$ cat config.mk
export PLATFORM = sky130hd
export DESIGN_NAME = trimmed_mean_frame_rate_meter
export DESIGN_NICKNAME = d
export VERILOG_FILES = /design/src/rtl/tmfr_pkg.sv /design/src/rtl/tmfr_cell.sv /design/src/rtl/tmfr_stats.sv /design/src/rtl/tmfr_div.sv /design/src/rtl/trimmed_mean_frame_rate_meter.sv
export SDC_FILE = /design/constraint.sdc
export NUM_CORES = 2
export LEC_CHECK = 0
export BUFFER_PORTS_ARGS = -buffer_cell sky130_fd_sc_hd__buf_2
export CAP_MARGIN = 20
export CORE_AREA = 2 2 447 449
export CTS_BUF_LIST = sky130_fd_sc_hd__clkbuf_8
export DETAILED_ROUTE_END_ITERATION = 10
export DIE_AREA = 0 0 449 451
export PLACE_DENSITY = 0.45
export SYNTH_ARGS = -nofsm -noshare
export SYNTH_HDL_FRONTEND = slang
export SYNTH_HIERARCHICAL = 1
export SYNTH_SLANG_ARGS = --single-unit
$ cat constraint.sdc
create_clock -name clk -period 10.2 [get_ports clk]
set_input_delay 0.51 -clock clk [delete_from_list [all_inputs] [get_ports clk]]
set_output_delay 0.51 -clock clk [all_outputs]
set_load 0.01 [all_outputs]
$ cat src/rtl/tmfr_pkg.sv
// Shared constants, types and state codes of the trimmed-mean frame rate meter.
`timescale 1ns / 1ps

package tmfr_pkg;

  // Sizes of the window, the trim and the rate ring.
  localparam int WINDOW_LEN     = 11;
  localparam int TRIM_EACH_SIDE = 2;
  localparam int RATE_AVG_LEN   = 3;

  // Field widths fixed by the interface.
  localparam int PERIOD_W = 24;
  localparam int RATE_W   = 20;

  // Derived widths.
  localparam int CNT_W      = $clog2(WINDOW_LEN + 1);
  localparam int SCAN_W     = $clog2(WINDOW_LEN);
  localparam int SUM_W      = PERIOD_W + $clog2(WINDOW_LEN);
  localparam int RATE_NUM_W = RATE_W + CNT_W;
  localparam int DIV_W      = (SUM_W > RATE_NUM_W) ? SUM_W : RATE_NUM_W;
  localparam int DIV_CNT_W  = $clog2(DIV_W);
  localparam int SLOT_W     = (RATE_AVG_LEN > 1) ? $clog2(RATE_AVG_LEN) : 1;
  localparam int RING_SUM_W = RATE_W + $clog2(RATE_AVG_LEN);

  // Division of the ring total by RATE_AVG_LEN as a multiply by a rounded-up
  // reciprocal; the shift is large enough that the result is exact for every
  // possible ring total.
  localparam int AVG_SHIFT = RING_SUM_W + $clog2(RATE_AVG_LEN);
  localparam int AVG_MUL_W = AVG_SHIFT + 1;
  localparam int PROD_W    = RING_SUM_W + AVG_MUL_W;
  localparam logic [AVG_MUL_W-1:0] AVG_MUL =
      AVG_MUL_W'(((longint'(1) << AVG_SHIFT) + RATE_AVG_LEN - 1) / RATE_AVG_LEN);

  // Saturation value of the per-frame rate.
  localparam logic [RATE_W-1:0] RATE_CAP = RATE_W'(1000000);

  typedef logic [PERIOD_W-1:0] period_t;

  // Control from the sequencer to the statistics unit.
  typedef struct packed {
    logic clr;
    logic take;
  } stats_ctrl_t;

  // Running statistics of one window scan.
  typedef struct packed {
    logic [SUM_W-1:0] total;
    logic [SUM_W-1:0] lo_sum;
    logic [SUM_W-1:0] hi_sum;
  } stats_t;

  typedef enum logic [2:0] {
    S_IDLE,
    S_SCAN,
    S_PREP,
    S_LAUNCH,
    S_WAIT,
    S_AVG,
    S_OUT
  } state_t;

endpackage

$ cat src/rtl/tmfr_cell.sv
// One window cell: holds a frame period and takes its neighbor's value when enabled.
`timescale 1ns / 1ps

module tmfr_cell import tmfr_pkg::*; (
  input  logic    clk,
  input  logic    en,
  input  period_t d,
  output period_t q
);

  always_ff @(posedge clk) begin
    if (en) begin
      q <= d;
    end
  end

endmodule

$ cat src/rtl/tmfr_stats.sv
// Running total and the TRIM_EACH_SIDE smallest and largest periods of one scan.
`timescale 1ns / 1ps

module tmfr_stats import tmfr_pkg::*; (
  input  logic        clk,
  input  stats_ctrl_t ctrl,
  input  period_t     value,
  output stats_t      stats
);

  period_t          lo [TRIM_EACH_SIDE];
  period_t          hi [TRIM_EACH_SIDE];
  period_t          lo_up [TRIM_EACH_SIDE];
  period_t          hi_up [TRIM_EACH_SIDE];
  period_t          lo_next [TRIM_EACH_SIDE];
  period_t          hi_next [TRIM_EACH_SIDE];
  logic [SUM_W-1:0] total;
  logic [SUM_W-1:0] lo_acc;
  logic [SUM_W-1:0] hi_acc;

  // Sorted insertion: lo ascending from the smallest, hi descending from the largest.
  always_comb begin
    lo_up[0] = value;
    hi_up[0] = value;
    for (int i = 1; i < TRIM_EACH_SIDE; i++) begin
      lo_up[i] = lo[i-1];
      hi_up[i] = hi[i-1];
    end
    for (int i = 0; i < TRIM_EACH_SIDE; i++) begin
      if (value < lo[i]) begin
        lo_next[i] = (value < lo_up[i]) ? lo_up[i] : value;
      end else begin
        lo_next[i] = lo[i];
      end
      if (value > hi[i]) begin
        hi_next[i] = (value > hi_up[i]) ? hi_up[i] : value;
      end else begin
        hi_next[i] = hi[i];
      end
    end
  end

  always_comb begin
    lo_acc = '0;
    hi_acc = '0;
    for (int i = 0; i < TRIM_EACH_SIDE; i++) begin
      lo_acc = lo_acc + SUM_W'(lo[i]);
      hi_acc = hi_acc + SUM_W'(hi[i]);
    end
  end

  always_ff @(posedge clk) begin
    if (ctrl.clr) begin
      for (int i = 0; i < TRIM_EACH_SIDE; i++) begin
        lo[i] <= '1;
        hi[i] <= '0;
      end
      total <= '0;
    end else if (ctrl.take) begin
      lo    <= lo_next;
      hi    <= hi_next;
      total <= total + SUM_W'(value);
    end
  end

  assign stats.total  = total;
  assign stats.lo_sum = lo_acc;
  assign stats.hi_sum = hi_acc;

endmodule

$ cat src/rtl/tmfr_div.sv
// Restoring divider that produces one quotient bit per cycle.
`timescale 1ns / 1ps

module tmfr_div import tmfr_pkg::*; (
  input  logic             clk,
  input  logic             rst,
  input  logic             start,
  input  logic [DIV_W-1:0] dividend,
  input  logic [DIV_W-1:0] divisor,
  output logic [DIV_W-1:0] quotient,
  output logic             done
);

  logic [DIV_W-1:0]     rem;
  logic [DIV_W-1:0]     quo;
  logic [DIV_W-1:0]     dvs;
  logic [DIV_CNT_W-1:0] step;
  logic                 busy;
  logic [DIV_W:0]       trial;
  logic [DIV_W:0]       diff;
  logic                 fits;

  always_comb begin
    trial = {rem, quo[DIV_W-1]};
    fits  = trial >= {1'b0, dvs};
    diff  = trial - {1'b0, dvs};
  end

  always_ff @(posedge clk) begin
    if (rst) begin
      busy <= 1'b0;
      done <= 1'b0;
      step <= '0;
    end else begin
      done <= 1'b0;
      if (start) begin
        busy <= 1'b1;
        step <= '0;
      end else if (busy) begin
        step <= step + 1'b1;
        if (step == DIV_CNT_W'(DIV_W - 1)) begin
          busy <= 1'b0;
          done <= 1'b1;
        end
      end
    end
  end

  always_ff @(posedge clk) begin
    if (start) begin
      rem <= '0;
      quo <= dividend;
      dvs <= divisor;
    end else if (busy) begin
      rem <= fits ? diff[DIV_W-1:0] : trial[DIV_W-1:0];
      quo <= {quo[DIV_W-2:0], fits};
    end
  end

  assign quotient = quo;

endmodule

$ cat src/rtl/trimmed_mean_frame_rate_meter.sv
// Top level of the trimmed-mean frame rate meter: window chain, sequencer and rate ring.
`timescale 1ns / 1ps

// Channel   Handshake              Payload
// input     in_valid / in_ready    frame_period_us (24 bits)
// output    out_valid / out_ready  smooth_period_us (24 bits), frames_per_second (20 bits)
//
// The window scan (one cell per cycle around the chain) and the bit-serial dividers set
// the time from one acceptance to the next, with any stall of the final output load.
// Reset is synchronous and clears the window count, the rate ring and its slot pointer.
// A finished result waits in the output register while the next beat is accepted; only
// the final load of that register stalls when the previous result has not been taken.

module trimmed_mean_frame_rate_meter import tmfr_pkg::*; (
  input  logic              clk,
  input  logic              rst,
  input  logic              in_valid,
  output logic              in_ready,
  input  logic [PERIOD_W-1:0] frame_period_us,
  output logic              out_valid,
  input  logic              out_ready,
  output logic [PERIOD_W-1:0] smooth_period_us,
  output logic [RATE_W-1:0] frames_per_second
);

  state_t state;
  state_t state_next;

  // Control decoded by the sequencer.
  logic        in_accept;
  logic        chain_en;
  logic        div_start;
  logic        out_load;
  stats_ctrl_t stats_ctrl;

  // Window chain. A new period enters cell 0 and every cell passes its value up, so
  // the last cell drops the oldest period once the window is full. During the scan the
  // chain turns as a ring, the last cell feeding cell 0, and after one full turn
  // every period is back in place.
  period_t chain   [WINDOW_LEN];
  period_t chain_d [WINDOW_LEN];

  logic [CNT_W-1:0]  cnt;
  logic [SCAN_W-1:0] scan_idx;
  logic              scan_hit;

  stats_t            stats;
  logic              trim;
  logic [SUM_W-1:0]  kept_sum_c;
  logic [CNT_W-1:0]  kept_n_c;
  logic [SUM_W-1:0]  sum_kept;
  logic [CNT_W-1:0]  n_kept;

  logic [DIV_W-1:0]  rate_num;
  logic [DIV_W-1:0]  smooth_quo;
  logic [DIV_W-1:0]  rate_quo;
  logic              smooth_done;
  logic              rate_done;
  logic              div_done;
  logic [RATE_W-1:0] rate_now;

  logic [RATE_W-1:0]     ring [RATE_AVG_LEN];
  logic [SLOT_W-1:0]     slot;
  logic [RING_SUM_W-1:0] ring_total;
  logic [PROD_W-1:0]     prod;
  period_t               smooth_r;

  assign in_accept = in_valid && in_ready;

  // Sequencer.
  always_ff @(posedge clk) begin
    if (rst) begin
      state <= S_IDLE;
    end else begin
      state <= state_next;
    end
  end

  always_comb begin
    state_next      = state;
    in_ready        = 1'b0;
    chain_en        = 1'b0;
    div_start       = 1'b0;
    out_load        = 1'b0;
    stats_ctrl.clr  = 1'b0;
    stats_ctrl.take = 1'b0;
    unique case (state)
      S_IDLE: begin
        in_ready = 1'b1;
        if (in_valid) begin
          chain_en       = 1'b1;
          stats_ctrl.clr = 1'b1;
          state_next     = S_SCAN;
        end
      end
      S_SCAN: begin
        chain_en        = 1'b1;
        stats_ctrl.take = scan_hit;
        if (scan_idx == SCAN_W'(WINDOW_LEN - 1)) begin
          state_next = S_PREP;
        end
      end
      S_PREP: begin
        state_next = S_LAUNCH;
      end
      S_LAUNCH: begin
        div_start  = 1'b1;
        state_next = S_WAIT;
      end
      S_WAIT: begin
        if (div_done) begin
          state_next = S_AVG;
        end
      end
      S_AVG: begin
        state_next = S_OUT;
      end
      S_OUT: begin
        if (!out_valid || out_ready) begin
          out_load   = 1'b1;
          state_next = S_IDLE;
        end
      end
      default: begin
        state_next = S_IDLE;
      end
    endcase
  end

  // Window chain of cells.
  for (genvar g = 0; g < WINDOW_LEN; g++) begin : g_cell
    if (g == 0) begin : g_head
      assign chain_d[g] = in_accept ? frame_period_us : chain[WINDOW_LEN-1];
    end else begin : g_body
      assign chain_d[g] = chain[g-1];
    end
    tmfr_cell u_cell (
      .clk (clk),
      .en  (chain_en),
      .d   (chain_d[g]),
      .q   (chain[g])
    );
  end

  // Only cells below the count hold periods. At scan step k the last cell shows what
  // cell WINDOW_LEN-1-k held before the scan, so it counts once k reaches
  // WINDOW_LEN - cnt.
  assign scan_hit = (state == S_SCAN) &&
                    (CNT_W'(scan_idx) >= (CNT_W'(WINDOW_LEN) - cnt));

  always_ff @(posedge clk) begin
    if (rst) begin
      cnt      <= '0;
      scan_idx <= '0;
    end else begin
      if (in_accept) begin
        scan_idx <= '0;
        if (cnt != CNT_W'(WINDOW_LEN)) begin
          cnt <= cnt + 1'b1;
        end
      end else if (state == S_SCAN) begin
        scan_idx <= scan_idx + 1'b1;
      end
    end
  end

  tmfr_stats u_stats (
    .clk   (clk),
    .ctrl  (stats_ctrl),
    .value (chain[WINDOW_LEN-1]),
    .stats (stats)
  );

  // Trimming applies only when more than twice the trim depth is held; the kept sum is
  // then the total less the TRIM_EACH_SIDE smallest and largest periods.
  always_comb begin
    trim = cnt > CNT_W'(2 * TRIM_EACH_SIDE);
    if (trim) begin
      kept_sum_c = stats.total - stats.lo_sum - stats.hi_sum;
      kept_n_c   = cnt - CNT_W'(2 * TRIM_EACH_SIDE);
    end else begin
      kept_sum_c = stats.total;
      kept_n_c   = cnt;
    end
  end

  always_ff @(posedge clk) begin
    if (state == S_PREP) begin
      sum_kept <= kept_sum_c;
      n_kept   <= kept_n_c;
    end
  end

  // Two bit-serial dividers run side by side: sum / n for the smoothed period and
  // 1000000 * n / sum for the per-frame rate.
  assign rate_num = DIV_W'(RATE_NUM_W'(RATE_CAP) * RATE_NUM_W'(n_kept));

  tmfr_div u_div_smooth (
    .clk      (clk),
    .rst      (rst),
    .start    (div_start),
    .dividend (DIV_W'(sum_kept)),
    .divisor  (DIV_W'(n_kept)),
    .quotient (smooth_quo),
    .done     (smooth_done)
  );

  tmfr_div u_div_rate (
    .clk      (clk),
    .rst      (rst),
    .start    (div_start),
    .dividend (rate_num),
    .divisor  (DIV_W'(sum_kept)),
    .quotient (rate_quo),
    .done     (rate_done)
  );

  assign div_done = smooth_done && rate_done;

  // The rate saturates whenever the kept sum is below n, which also covers a zero sum
  // (n is never zero once a period has been pushed).
  assign rate_now = (SUM_W'(n_kept) > sum_kept) ? RATE_CAP : rate_quo[RATE_W-1:0];

  // Rate ring, cleared at reset, one slot written per item.
  always_ff @(posedge clk) begin
    if (rst) begin
      for (int i = 0; i < RATE_AVG_LEN; i++) begin
        ring[i] <= '0;
      end
      slot <= '0;
    end else if ((state == S_WAIT) && div_done) begin
      ring[slot] <= rate_now;
      if (slot == SLOT_W'(RATE_AVG_LEN - 1)) begin
        slot <= '0;
      end else begin
        slot <= slot + 1'b1;
      end
    end
  end

  always_comb begin
    ring_total = '0;
    for (int i = 0; i < RATE_AVG_LEN; i++) begin
      ring_total = ring_total + RING_SUM_W'(ring[i]);
    end
  end

  // The smoothed period is captured with the ring write; the ring mean is a multiply
  // by the reciprocal, registered before the shift.
  always_ff @(posedge clk) begin
    if ((state == S_WAIT) && div_done) begin
      smooth_r <= smooth_quo[PERIOD_W-1:0];
    end
    if (state == S_AVG) begin
      prod <= PROD_W'(ring_total) * PROD_W'(AVG_MUL);
    end
  end

  // Output register.
  always_ff @(posedge clk) begin
    if (rst) begin
      out_valid <= 1'b0;
    end else if (out_load) begin
      out_valid <= 1'b1;
    end else if (out_ready) begin
      out_valid <= 1'b0;
    end
  end

  always_ff @(posedge clk) begin
    if (out_load) begin
      smooth_period_us  <= smooth_r;
      frames_per_second <= prod[AVG_SHIFT +: RATE_W];
    end
  end

endmodule

# Word-level counts from Yosys, hierarchy flattened

Memory sizes are Yosys's and may differ from the RTL's.
Cells that the tools add are included.

Memories kept: 1
Logic and storage cells: 150
Bits in writable memories: 60
Bits of input ports: 28
Bits in registers: 703

Memory list:

| memory | words | bits a word | rd ports | clocked after Yosys merged registers in | write ports | line                                | source |
|---|---|---|---|---|---|---|---|
| ring   | 3     | 20          | 3        | 0                                       | 3           | trimmed_mean_frame_rate_meter.sv:62 | `logic [RATE_W-1:0] ring [RATE_AVG_LEN];` |

Muxes and demuxes: 44
Bitwise operators: 2
Order comparisons: 9
Multiply operators: 2
Reductions and logical operators: 21
Add/subtract/negate cells: 16
Eq/ne operators: 15

Operator list:

| operator                                                               | number |
|---|---|
| 28-bit 2-to-1 mux                                                      | 5 |
| 24-bit 2-to-1 mux                                                      | 5 |
| 28-bit subtractor                                                      | 3 |
| 24-bit by 24-bit adder with 25-bit output                              | 2 |
| 24-bit greater-than comparator                                         | 2 |
| 24-bit < comparator                                                    | 2 |
| 22-bit by 22-bit multiplier with 43-bit output (second input constant) | 1 |
| 20-bit 2-to-1 mux                                                      | 2 |
| 29-bit by 28-bit >= comparator with 1-bit output                       | 1 |
| 29-bit by 4-bit >= comparator with 1-bit output                        | 1 |
| 28-bit by 24-bit adder with 28-bit output                              | 1 |
| 4-bit by 28-bit greater-than comparator with 1-bit output              | 1 |
| 28-bit by 4-bit subtractor with 28-bit output                          | 1 |
| 1-bit 2-to-1 mux                                                       | 23 |
| 21-bit by 20-bit adder with 22-bit output                              | 1 |
| 20-bit by 20-bit adder with 21-bit output                              | 1 |
| 3-bit one-hot mux with 7 select lines                                  | 1 |
| 20-bit OR reduction                                                    | 1 |
| 14-bit by 4-bit multiplier with 18-bit output (first input constant)   | 1 |
| 3-bit 2-to-1 mux                                                       | 4 |
| 5-bit by 1-bit adder with 5-bit output (second input constant)         | 2 |
| 5-bit == test (second input constant)                                  | 2 |
| 2-bit AND reduction                                                    | 5 |
| 3-bit == test (second input constant)                                  | 3 |
| 24 further kinds                                                       | 38 |

# Longest topological paths before layout

Depth in word-level cells: 7
Gate-level depth with buffers: 36
Gate-level depth less buffers: 36

# By module

The synthesis kept the hierarchy.

Modules (own cells, without submodules):

| module                        | seq. area each (µm²) | instances | cells an instance | area each (µm²) |
|---|---|---|---|---|
| trimmed_mean_frame_rate_meter | 5685.5               | 1         | 1716              | 19153.4 |
| tmfr_stats                    | 2482.4               | 1         | 1429              | 11342.1 |
| tmfr_div                      | 2382.3               | 2         | 538               | 5358.9 |
| tmfr_cell                     | 720.7                | 11        | 24                | 720.7 |

# Worst setup path after synthesis

No wires, ideal clock.

Kind: register to register
Start point: mem ring[2][1]
End point: reg prod[40] (data pin)
Stages on the path, launching flop included: 37
Path slack: 1.136 ns
Setup time: 0.265 ns
Required time: 9.935 ns
Arrival: 8.799 ns
Buffers on the path: 0
Cells stage by stage: edfxtp_1 -> inv_1 -> fa_1 -> inv_1 -> ha_1 -> inv_1 -> fa_1 -> nor2b_1 -> o31a_1 -> o21ai_1 -> a31oi_1 -> a211o_1 -> o311a_1 -> o21a_1 -> nor2_1 -> ha_1 -> fa_1 -> inv_1 -> fa_1 -> inv_1 -> fa_1 -> fa_1 -> fa_1 -> inv_1 -> fa_1 -> inv_1 -> ha_1 -> a21oi_1 -> nand2_1 -> a221oi_1 -> o31ai_1 -> a221oi_2 -> o31ai_1 -> o41ai_4 -> o21ba_2 -> o21ai_0 -> xor2_1

RTL lines:

| element                | line                                 | source |
|---|---|---|
| start: declaration     | trimmed_mean_frame_rate_meter.sv:62  |  |
| end signal: assignment | trimmed_mean_frame_rate_meter.sv:255 | `prod <= PROD_W'(ring_total) * PROD_W'(AVG_MUL);` |
| end: declaration       | trimmed_mean_frame_rate_meter.sv:65  | `logic [PROD_W-1:0] prod;` |

==> metrics.cfg <==
[status]
status = complete, no violations

[route]
drtIter0Drc = 1773
post-route-drc-count = 0
via_per_inst = 4.45
wirelength_mm = 121
dr_total_vias = 33000
dr.pass1.iters = 5
wire_per_inst_um = 16.3
ant_nets = 0

[logic_synthesis]
synth_warnings = 6
syn-cell-area_um2 = 49100
ys_ff_latch = 764
netlist_instances = 4485
synth_common_cells = inv_1 (578), edfxtp_1 (556), ha_1 (508)
synth_top_area_share_pct = 34.0
synth-compound-area-share_pct = 13.6
synth_edf_count = 556
synth_xor_area_share_pct = 3.40
synthMuxAreaShare_pct = 2.24
synth_ff_type = edfxtp_1
synth_area_leaders = edfxtp_1 (34%), ha_1 (13%), fa_1 (9.4%)
synth-simple-area-share_pct = 10.0
syn_area_per_cell_um2 = 11.0
yosys.area.top_type = edfxtp_1
ys_types = 104
synth_top_family_by_area = adder cells
async_reset_ff_share_pct = 0
yosysSeqAreaShare_pct = 42.4
synth.most_common_cell = inv_1
synth_fa_ha_area_share_pct = 22.3

[global_routing]
overflow = 0
grt_pass1_vias = 34000
antenna_found_initial = 3
track_usage_pct = 11.8
grt_max_degree = 163
grt_pass1_wl_mm = 192

[timing]
maxSlewHeadroom_pct = 31.2
fin_crit_sh_pct = 94.6
fmax_mhz = 104
skew_ns = 0.0576
drv_slew = 0
rsz0062_at_grt = no
min_period_ns = 9.65
setup_viol = 0
hold_violations = 0
tns_ns = 0
tightest_slew_ns = 1.03

[clock_network]
tritoncts = done
cts_setup_buffers = 0
cts.htree.levels = 4
cts_made_buffers = 140
clkLatencyLatePin_ns = 0.87
clk_path_buf_depth = 3
clk_pin_slew_ns = 0.06
cts_root_buf = clkbuf_8
clkSinkCount = 764

[critical_path]
cp.required_ns = 10.79
cp_slowest_cell = fa_1
reg2reg_depth = 36
arrival_ns = 10.24
critPathCaptureType = register
path_class = register to register
cpPeakStageDelay_ns = 0.56
cpMostUsedCell = fa_1
startpoint_type = register
path_max_fanout = 4

[cells_and_area]
regArea_um2 = 20900
multi_input_area_um2 = 25600
area_growth_pct = 13.7
drive_above_1_share_pct = 10.3
postLayoutCellArea_um2 = 55900
fill_cells = 20900
layout.nets = 5424

[place]
place_congestion = 0.834
portBuffers = 73
dpl_cell_area_um2 = 52800
dpl.hpwl_mm = 88.2

[worst_hold_path]
hold_path.class = primary input to register
holdPathStages = 3

[floorplan]
fp.dieW_um = 449
start_util_pct = 24.8
core_area_um2 = 198000
dieArea_um2 = 202000
top_level_ports = 74
rows = 164
die_y_um = 451

[run]
max-cap-violations = 0

## per-layer routing
layer / up-vias / wire (um) / GRT usage, %
li1: 16400 / - / -
met1: 16000 / 58200 / 15.9
met4: 0 / 2230 / 3.07
met3: 137 / 3990 / 2.08
met5: - / 0 / 0
met2: 457 / 56400 / 19.5
## critical path, delay by kind of cell (launching register included)
kind | cells | cell delay, ns
adders and majority gates | 11 | 4.67
AOI/OAI and AO/OA | 14 | 3.51
buffers and inverters | 7 | 0.37
and+or+nand+nor | 3 | 0.35
DFF | 1 | 0.32
xor gates and xnor gates | 1 | 0.15
## kinds of logic after synthesis
family | count (synthesis)
adders and majority gates | 738
buffers and inverters | 744
other | 2
xor gates and xnor gates | 191
AOI/OAI and AO/OA | 963
DFF | 764
and+or+nand+nor | 983
muxes | 100
## path summary, 6_finish.rpt
check | start | endpoint | slack (ns)
worst min-delay path | rst | u_div_smooth/busy$_SDFF_PP0_ | 0.14
worst max-delay path | ring[2][1]$_SDFFCE_PN0P_ | prod[40]$_DFFE_PN_ | 0.55
worst min register to register | g_cell[4].u_cell/q[18]$_DFFE_PP_ | g_cell[5].u_cell/q[18]$_DFFE_PP_ | 0.36
worst max register to register | ring[2][1]$_SDFFCE_PN0P_ | prod[40]$_DFFE_PN_ | 0.55
## what timing repair did
| action | in CTS | in global routing |
|---|---|---|
| resized for setup | 0 | 0 |
| setup endpoints to repair | 0 | 2 |
| hold buffers | 25 | 0 |
| endpoints found under the hold margin | 28 | 0 |
## stage by stage
step	setup slack [ns]	util [%]	hold slack [ns]	instances
after global placement	0.519	26.6	0.401	7142
final	0.548	28.2	0.138	7428
after global routing	0.00128	28.2	0.0869	7428
after floorplan	1.14	-	0.400	4523
after CTS	0.490	28.2	0.0356	7425
after detailed placement	0.476	26.6	0.405	7146
## layout by cell type, fill, tap and decap left out, drive strengths merged, types with 133 or more instances in the layout
| master | count |
|---|---|
| clkbuf | 151 |
| inv | 635 |
| fa | 230 |
| a21oi | 230 |
| dfxtp | 208 |
| buf | 133 |
| nor2 | 257 |
| nand2 | 228 |
| o21ai | 175 |
| edfxtp | 556 |
| ha | 508 |
## final cells by class
type / count / share of cell area, %
multi-input combinational: 3015 / 45.8
clock inverter: 103 / 1.26
clock buffer: 151 / 3.72
sequential: 764 / 37.3
inverter: 579 / 3.89
antenna: 2 / 0.00896
timing repair buffer: 158 / 2.05
tap: 2656 / 5.95
## sequential cells by signal (all words and copies together) (netlist names), 48 cells and up
register and flops:
u_stats/lo 48, u_stats/hi 48, ring 60, g_cell.u_cell/q 264
Power is left out: the tool's default activity adds up to more than one toggle a clock period on the data nets, which glitch-free logic cannot reach.
